--- config.mk ---
export PLATFORM = sky130hd
export DESIGN_NAME = hsa_div_pipe
export DESIGN_NICKNAME = d
export VERILOG_FILES = /design/src/rtl/core/hsa_pkg.sv /design/src/rtl/core/hsa_div_pipe.sv
export SDC_FILE = /design/constraint.sdc
export NUM_CORES = 1
export LEC_CHECK = 0
export ABC_AREA = 1
export BUFFER_PORTS_ARGS = -buffer_cell sky130_fd_sc_hd__buf_2
export CAP_MARGIN = 25
export CORE_MARGIN = 2
export CORE_UTILIZATION = 45
export CTS_CLUSTER_DIAMETER = 40
export DETAILED_ROUTE_END_ITERATION = 7
export RECOVER_POWER = 100
export SETUP_SLACK_MARGIN = 0.2
export SYNTH_ARGS = -nofsm -noshare
export SYNTH_HDL_FRONTEND = slang
export SYNTH_SLANG_ARGS = --single-unit
--- constraint.sdc ---
create_clock -name clk -period 2.25 [get_ports clk]
set_clock_uncertainty 0.1 [all_clocks]
set_input_delay 0.225 -clock clk [delete_from_list [all_inputs] [get_ports clk]]
set_output_delay 0.225 -clock clk [all_outputs]
set_load 0.005 [all_outputs]
--- src/rtl/core/hsa_pkg.sv ---
// Shared constants and helpers for the HSL saturation adjust block.
`default_nettype none

package hsa_pkg;

  // Default fraction width of the lightness/saturation terms.
  localparam int FRAC_BITS_DEF = 16;

  // Gain format: unsigned Q11.12, clipped at GAIN_MAX.
  localparam int GAIN_FRAC = 12;
  localparam int GAIN_MAX  = 8388607;
  localparam int GAIN_W    = 23;

  // Saturation amount limits, in percent.
  localparam int AMT_MAX = 100;

  // Start-to-strobe latency in cycles.
  function automatic int hsa_latency(input int frac_bits);
    return 2 * frac_bits + 28;
  endfunction

endpackage

`default_nettype wire

--- src/rtl/core/hsa_div_pipe.sv ---
// Pipelined restoring divider, one quotient bit per stage, with side data.
`default_nettype none

module hsa_div_pipe
  import hsa_pkg::*;
#(
  parameter int NW = 24,
  parameter int DW = 8,
  parameter int SW = 8
) (
  input  wire logic          clk,
  input  wire logic          rst,
  input  wire logic          in_valid,
  input  wire logic [NW-1:0] num,
  input  wire logic [DW-1:0] den,
  input  wire logic [SW-1:0] side,
  output logic               out_valid,
  output logic      [NW-1:0] quo,
  output logic      [SW-1:0] out_side
);

  logic          vld    [1:NW];
  logic [DW-1:0] rem    [1:NW];
  logic [NW-1:0] num_s  [1:NW];
  logic [NW-1:0] quo_s  [1:NW];
  logic [DW-1:0] den_s  [1:NW];
  logic [SW-1:0] side_s [1:NW];

  for (genvar k = 1; k <= NW; k++) begin : g_stage
    logic          p_vld;
    logic [DW-1:0] p_rem;
    logic [NW-1:0] p_num;
    logic [NW-1:0] p_quo;
    logic [DW-1:0] p_den;
    logic [SW-1:0] p_side;
    logic [DW:0]   trial;
    logic          ge;

    if (k == 1) begin : g_first
      assign p_vld  = in_valid;
      assign p_rem  = '0;
      assign p_num  = num;
      assign p_quo  = '0;
      assign p_den  = den;
      assign p_side = side;
    end else begin : g_next
      assign p_vld  = vld[k-1];
      assign p_rem  = rem[k-1];
      assign p_num  = num_s[k-1];
      assign p_quo  = quo_s[k-1];
      assign p_den  = den_s[k-1];
      assign p_side = side_s[k-1];
    end

    assign trial = {p_rem, p_num[NW-1]};
    assign ge    = (trial >= {1'b0, p_den});

    always_ff @(posedge clk) begin
      if (rst) begin
        vld[k] <= 1'b0;
      end else begin
        vld[k] <= p_vld;
      end
    end

    always_ff @(posedge clk) begin
      rem[k]    <= ge ? DW'(trial - {1'b0, p_den}) : DW'(trial);
      num_s[k]  <= {p_num[NW-2:0], 1'b0};
      quo_s[k]  <= {p_quo[NW-2:0], ge};
      den_s[k]  <= p_den;
      side_s[k] <= p_side;
    end
  end

  assign out_valid = vld[NW];
  assign quo       = quo_s[NW];
  assign out_side  = side_s[NW];

endmodule

`default_nettype wire

Word-level counts from Yosys, hierarchy flattened
Memories as Yosys holds them, arrays and structs flattened.
Cells that the tools add are included.
{"block": "op_classes", "muxes": 51, "div_mod_pow": 0, "order_cmp": 24, "add_sub_neg": 24, "bitwise_logic": 24, "n_mul": 0, "n_shift": 0, "eq_ne": 0, "reduce_logical": 0}
{"op": "$ge A9 B8 Y1", "n": 23}
{"op": "$mux W8", "n": 24}
{"op": "$sub A8 B8 Y8", "n": 23}
{"op": "$mux W1", "n": 27}
{"op": "$or A1 B1 Y1", "n": 24}
{"op": "$ge A1 B8 Y1", "n": 1}
{"op": "$sub A1 B8 Y8", "n": 1}
{"block": "word_totals", "latch_bits": 0, "n_memories": 6, "mem_bits_ro": 0, "inputBits": 43, "ff_bits": 0, "out_inout_bits": 33, "mem_bits_rw": 1728}
{"memory": "quo_s", "depth": 24, "word_bits": 24, "read_ports": 24, "rd_ports_with_merged_regs": 0, "write_ports": 24, "line": "hsa_div_pipe.sv:25", "source": "logic [NW-1:0] quo_s [1:NW];"}
{"memory": "num_s", "depth": 24, "word_bits": 23, "read_ports": 23, "rd_ports_with_merged_regs": 0, "write_ports": 24, "line": "hsa_div_pipe.sv:24", "source": "logic [NW-1:0] num_s [1:NW];"}
{"memory": "den_s", "depth": 24, "word_bits": 8, "read_ports": 23, "rd_ports_with_merged_regs": 0, "write_ports": 24, "line": "hsa_div_pipe.sv:26", "source": "logic [DW-1:0] den_s [1:NW];"}
{"memory": "rem", "depth": 24, "word_bits": 8, "read_ports": 23, "rd_ports_with_merged_regs": 0, "write_ports": 24, "line": "hsa_div_pipe.sv:23", "source": "logic [DW-1:0] rem [1:NW];"}
{"memory": "side_s", "depth": 24, "word_bits": 8, "read_ports": 24, "rd_ports_with_merged_regs": 0, "write_ports": 24, "line": "hsa_div_pipe.sv:27", "source": "logic [SW-1:0] side_s [1:NW];"}
{"memory": "vld", "depth": 24, "word_bits": 1, "read_ports": 24, "rd_ports_with_merged_regs": 0, "write_ports": 24, "line": "hsa_div_pipe.sv:22", "source": "logic vld [1:NW];"}

Longest topological paths before layout
Gate-level depths: netlist (run 1).
{"block": "depth", "word_depth": 3, "mapped_depth": 13, "ltp_nobuf": 12}

Least setup slack after synthesis (run 1)
No wires, ideal clock.
{"block": "synth_timing", "kind": "register to register", "startpoint": "reg den_s[0][58] (netlist name)", "endpoint": "reg rem[0][71] (netlist name)", "required_ns": 2.038, "arrival_time_ns": 1.408, "setup_time_ns": 0.112, "path_slack_ns": 0.629, "stages_incl_launch_ff": 12, "n_path_buf": 1, "synth_period_minus_slack_ns": 1.621, "path_cell_list": "dfxtp_1 -> inv_1 -> ha_1 -> buf_6 -> nand2_1 -> nor2_1 -> nand2_1 -> nand2_1 -> nor2_2 -> nand2_4 -> nand2_1 -> nand2_1"}

==> flow_metrics.env, run 1 <==
export IMPL_htree_levels=4
export IMPL_drv_slew=0
export IMPL_tightest_slew_ns=0.945
export IMPL_cts_sinks=1160
export IMPL_grt_pass1_wl_mm=101
export IMPL_yosysSeqAreaShare_pct=64.2
export IMPL_finalCriticalPeriod_ns=2.00
export IMPL_finalCritPeriodShare_pct=88.8
export IMPL_antenna_found_initial=0
export IMPL_vias=22388
export IMPL_start_util_pct=45.6
export IMPL_ys_ff_latch=1160
export IMPL_synth_fp_nets=3935
export IMPL_power_density_nw_per_um2=1500
export IMPL_clk_latency_ns=0.71
export IMPL_fin_setup_tns_ns=0
export IMPL_critPathArrivalTime_ns=2.48
export IMPL_tritoncts="done"
export IMPL_gr_total_overflow=0
export IMPL_yosysTopAreaCell="dfxtp_1"
export IMPL_ys_types=31
export IMPL_cts_buffers=144
export IMPL_critPathMaxFanout=9
export IMPL_dpl_hpwl_mm=42.3
export IMPL_via_per_inst=4.37
export IMPL_fin_nets=4201
export IMPL_hold_path_class="input port to flop"
export IMPL_fmaxAchievable_mhz=501
export IMPL_portBuffers=75
export IMPL_ir_drop_v=0.000787
export IMPL_routed_wl_mm=59.3
export IMPL_n_antenna_cell=0
export IMPL_seq_area_um2=23200
export IMPL_grt_start_max_net_pins=25
export IMPL_finalNonFillerCells=5122
export IMPL_yosys_area_top_type_share_pct=64.2
export IMPL_place_area_um2=37900
export IMPL_drtPass1Iterations=5
export IMPL_worstSetupEndpointType="flop"
export IMPL_final_hold_viol_count=0
export IMPL_ios=76
export IMPL_num_rows=103
export IMPL_wl_per_cell_um=11.6
export IMPL_area_growth_pct=19.9
export IMPL_antenna_left=0
export IMPL_root_buffer="clkbuf_16"
export IMPL_multiInputGateArea_um2=10700
export IMPL_design_area_um2=43400
export IMPL_path_class="flop to flop"
export IMPL_die_y_um=288
export IMPL_clockBufferDepth=3
export IMPL_syn_inst=3684
export IMPL_p_leak_nw=21.7
export IMPL_maxSlewHeadroom_pct=37.0
export IMPL_drtIter0Drc=962
export IMPL_postCtsSetupBuffers=0
export IMPL_die_area_um2=82700
export IMPL_setup_viol=0
export IMPL_drive_above_1_share_pct=9.38
export IMPL_r2r_cells=10
export IMPL_cp_required_ns=2.73
export IMPL_synth_area_um2=36200
export IMPL_ys_warnings_count=0
export IMPL_drv_cap=0
export IMPL_status="completed"
export IMPL_placed_cells=4807
export IMPL_postLayoutCoreUtil_pct=54.7
export IMPL_gr_usage_all_layers_pct=14.8
export IMPL_rsz0062_at_grt="no"
export IMPL_grt_pass1_vias=21763
export IMPL_holdPathStages=2
export IMPL_core_area_um2=79300
export IMPL_syn_area_per_cell_um2=9.82
export IMPL_startpoint_type="flop"
export IMPL_drc=0
export IMPL_die_w_um=288
export IMPL_fill_cells=6987
export IMPL_clk_pin_slew_ns=0.06
export IMPL_synth_area_leaders="dfxtp_1 64%, nand2_1 10%, ha_1 6.4%"
export IMPL_gp_congestion=0.869
[synthesized netlist by cell type, drive strengths merged]
library cell and count:
xor2 42, dfxtp 1160, clkbuf 2, nor2 165
fa 22, clkinv 7, nand4 46, o21ai 3
buf 10, nand3 320, a21oi 77, or2 5
nor4 1, and2 3, ha 186, nand3b 7
nand2 1015, xnor2 24, inv 566, nor3 23
[per-stage QoR]
step           hold slack [ns]  setup WS (ns)  power (mW)
4_1_cts                0.00199          0.258        66.0
3_5_place_dp             0.212          0.272        42.4
2_1_floorplan            0.153          0.629        38.6
3_3_place_gp             0.209          0.218        42.2
6_report                0.0570          0.253        65.2
5_1_grt                 0.0222          0.106        69.8
[cell usage in the layout, fill, tap and decap left out, drive strengths merged, types with 3 or more instances in the layout]
master,instances
a21oi,77
and2,3
buf,55
bufinv,12
clkbuf,209
clkinv,46
clkinvlp,5
dfxtp,1160
dlygate4sd3,47
fa,22
ha,186
inv,599
nand2,1015
nand3,320
nand3b,7
nand4,46
nor2,165
nor3,23
o21ai,3
or2,5
xnor2,24
xor2,42
[per-layer routing]
layer,GRT usage (%),share of wire (%),vias up
met5,0,0,-
met4,6.55,2.9,0
met3,3.25,4.1,140
met2,24.9,47,362
met1,18.2,46,9924
li1,-,-,11962
[flip-flops by register name, indices dropped and copies added, names as in the netlist]
register	flops
den_s	184
vld	24
rem	184
num_s	276
side_s	192
quo_s	300
[logic make-up after synthesis]
group | synth area share, %
flops | 64.2
buf+inv | 6.17
simple gates | 19.2
fa+ha+maj | 7.65
xor+xnor | 1.60
compound gates | 1.22
[path summary, 6_finish.rpt]
path                                     from            to  slack [ns]
worst max-delay path            den_s[0][154]   rem[0][167]        0.25
worst max register to register  den_s[0][154]   rem[0][167]        0.25
worst min-delay path                  num[14]  num_s[0][37]        0.06
worst min register to register  quo_s[1][169]   quo_s[2][2]        0.21
[layout make-up]
| cell class | instances | share of cell area (%) |
|---|---|---|
| Clock inverter | 89 | 2.57 |
| Multi-Input combinational cell | 1939 | 24.7 |
| Timing Repair Buffer | 132 | 2.03 |
| Inverter | 573 | 4.96 |
| Clock buffer | 179 | 9.13 |
| Tap cell | 1050 | 3.03 |
| Sequential cell | 1160 | 53.6 |
[worst max-delay path, stage by stage, from the launching register on]
cell and delay, ns:
dfxtp_1 0.45, inv_1 0.08, ha_1 0.38, nand2_1 0.10, nor2_1 0.04, nand2_1 0.05
nor2_1 0.04, nor2_1 0.33, nand2_4 0.14, nand2_1 0.09, nand2_1 0.08
[power breakdown]
part | total, mW | switching [mW] | internal (mW)
combinational | 15.4 | 9.47 | 5.92
sequential | 26.6 | 1.76 | 24.8
clock | 23.2 | 8.96 | 14.3
total | 65.2 | 20.2 | 45.0
[what timing repair did]
action / in CTS / in global routing
gates resized for setup: 0 / 14
setup endpoints to repair: 0 / 51
endpoints found under the hold margin: 71 / 0
hold buffers: 47 / 0
(Power assumes the default switching activity.)
==> run 2, diff against run 1 <==
--- a/config.mk
+++ b/config.mk
@@ -8,10 +8,13 @@
 export ABC_AREA = 1
 export BUFFER_PORTS_ARGS = -buffer_cell sky130_fd_sc_hd__buf_2
 export CAP_MARGIN = 25
+export CELL_PAD_IN_SITES_DETAIL_PLACEMENT = 0
+export CELL_PAD_IN_SITES_GLOBAL_PLACEMENT = 1
 export CORE_MARGIN = 2
-export CORE_UTILIZATION = 45
+export CORE_UTILIZATION = 44
 export CTS_CLUSTER_DIAMETER = 40
 export DETAILED_ROUTE_END_ITERATION = 7
+export PLACE_DENSITY_LB_ADDON = 0.1
 export RECOVER_POWER = 100
 export SETUP_SLACK_MARGIN = 0.2
 export SYNTH_ARGS = -nofsm -noshare
==> constraint.sdc (replaced) <==
create_clock -name clk -period 1.7 [get_ports clk]
set_clock_uncertainty 0.1 [all_clocks]
set_input_delay 0.17 -clock clk [delete_from_list [all_inputs] [get_ports clk]]
set_output_delay 0.17 -clock clk [all_outputs]
set_load 0.005 [all_outputs]
==> run 2 against run 1 <==
Against the previous run:
- the flow now finishes with violations (setup timing)
- hold slack gained 0.12 ns
- combinational power grew 140%
- sequential power grew 36%
- fmax grew 13%
- first-iteration DRC count shrank 14%
- sequential cell count is the same
- die area grew 2.2%
- design area grew 24%
- core utilization grew 11 points
- non-clock buffer count grew 573
- sequential share of layout area shrank 9.9 points
- critical path type unchanged
==> flow_metrics.env, run 2 (same netlist as run 1, synthesis figures left out) <==
export IMPL_violations="setup timing"
export IMPL_maxSlewHeadroom_pct=36.4
export IMPL_finalCritPeriodShare_pct=104
export IMPL_ios=76
export IMPL_drv_cap=0
export IMPL_antenna_found_initial=2
export IMPL_core_area_um2=81700
export IMPL_status="finished, violations left"
export IMPL_rsz0062_at_grt="yes"
export IMPL_ir_drop_v=0.00112
export IMPL_drive_above_1_share_pct=43.9
export IMPL_fin_nets=4808
export IMPL_regMostFlops="quo_s"
export IMPL_root_buffer="clkbuf_16"
export IMPL_design_area_um2=53600
export IMPL_n_antenna_cell=0
export IMPL_die_area_um2=84500
export IMPL_drv_slew=0
export IMPL_start_util_pct=44.3
export IMPL_startpoint_type="flop"
export IMPL_area_growth_pct=48.2
export IMPL_finalWorstSetupSlack_ns=-0.0712
export IMPL_vias=25255
export IMPL_portBuffers=75
export IMPL_fmaxAchievable_mhz=565
export IMPL_gr_usage_all_layers_pct=17.3
export IMPL_tritoncts="done"
export IMPL_die_w_um=291
export IMPL_hold_path_class="input port to flop"
export IMPL_critPathMaxFanout=3
export IMPL_place_area_um2=41300
export IMPL_dpl_hpwl_mm=47.0
export IMPL_routed_wl_mm=74.7
export IMPL_cts_buffers=142
export IMPL_mostFrequentLayoutCells="1,013 x dfxtp_1, 638 x nand2_1, 455 x buf_4"
export IMPL_tightest_slew_ns=0.954
export IMPL_critPathArrivalTime_ns=2.29
export IMPL_reg_top3="quo_s x300, num_s x276, side_s x192"
export IMPL_path_class="flop to flop"
export IMPL_gp_congestion=0.820
export IMPL_clockBufferDepth=3
export IMPL_grt_pass1_vias=25130
export IMPL_die_y_um=291
export IMPL_final_common_cell="dfxtp_1"
export IMPL_clk_pin_slew_ns=0.06
export IMPL_drtIter0Drc=825
export IMPL_cts_sinks=1160
export IMPL_clk_latency_ns=0.72
export IMPL_power_density_nw_per_um2=1930
export IMPL_r2r_cells=9
export IMPL_via_per_inst=4.40
export IMPL_wl_per_cell_um=13.0
export IMPL_place_ws_ns=-0.162
export IMPL_num_rows=105
export IMPL_final_hold_viol_count=0
export IMPL_largest_register_ffs=300
export IMPL_finalCriticalPeriod_ns=1.77
export IMPL_antenna_left=0
export IMPL_setup_viol=9
export IMPL_cp_required_ns=2.22
export IMPL_holdPathStages=4
export IMPL_drtPass1Iterations=5
export IMPL_worstSetupEndpointType="flop"
export IMPL_htree_levels=4
export IMPL_fill_cells=6500
export IMPL_p_leak_nw=25.3
export IMPL_drc=0
export IMPL_grt_start_max_net_pins=25
export IMPL_grt_pass1_wl_mm=121
export IMPL_gr_total_overflow=0
export IMPL_regToRegSetupSlack_ns=-0.07
-- run 2: what timing repair did --
action | in CTS | in global routing
endpoints found under the hold margin | 72 | 0
endpoints found under the setup margin | 200 | 200
cloned | 27 | 9
setup buffers | 115 | 108
hold buffers | 82 | 0
pin swaps | 241 | 426
resized for setup | 556 | 732
-- run 2: report_power, final --
| group | internal [mW] | switching, mW | total (mW) |
|---|---|---|---|
| clock network | 17.7 | 12.0 | 29.7 |
| registers | 33.1 | 3.28 | 36.3 |
| logic | 18.4 | 19.1 | 37.5 |
| total | 69.2 | 34.4 | 104 |
-- run 2: cell type report --
type	count	area, um2	area share (%)
tap	1070	1340	2.50
sequential	1160	23400	43.7
multi-input combinational	1975	16000	29.8
clock buffer	173	3890	7.26
inverter	573	2190	4.08
timing repair buffer	705	5830	10.9
clock inverter	83	987	1.84
-- run 2: per-layer routing --
| layer | vias up | share of wire, % | global-route usage, % |
|---|---|---|---|
| met4 | 2 | 2.2 | 5.67 |
| met2 | 338 | 48 | 28.5 |
| met5 | - | 0.016 | 0 |
| met3 | 138 | 3.5 | 3.79 |
| li1 | 13219 | - | - |
| met1 | 11558 | 47 | 22.5 |
-- run 2: worst paths after layout --
| check | from | end |
|---|---|---|
| hold / removal | num[23] | rem[0][8] |
| setup reg to reg | den_s[0][161] | rem[0][173] |
| hold reg to reg | quo_s[2][182] | quo_s[3][15] |
| setup / recovery | den_s[0][161] | rem[0][173] |
-- run 2: metrics by stage --
stage	setup TNS (ns)	hold WS [ns]	util [%]	std cells	power, mW
4_1_cts	0	0.0929	61.5	5622	97.4
2_1_floorplan	0	0.0977	-	3684	52.7
6_report	-0.445	0.173	65.6	5739	104
5_1_grt	-7.64	0.151	65.6	5739	110
3_5_place_dp	-7.48	0.174	50.6	5142	61.7
3_3_place_gp	-6.47	0.172	50.6	5142	61.7
-- run 2: critical path, stage by stage (launching register included) --
cell and delay (ns):
dfxtp_1 0.40, inv_1 0.10, ha_4 0.31, nand4_1 0.22
buf_4 0.22, buf_6 0.10, nand3_2 0.05, nand2_1 0.05
nand2_1 0.07, nand2_1 0.05
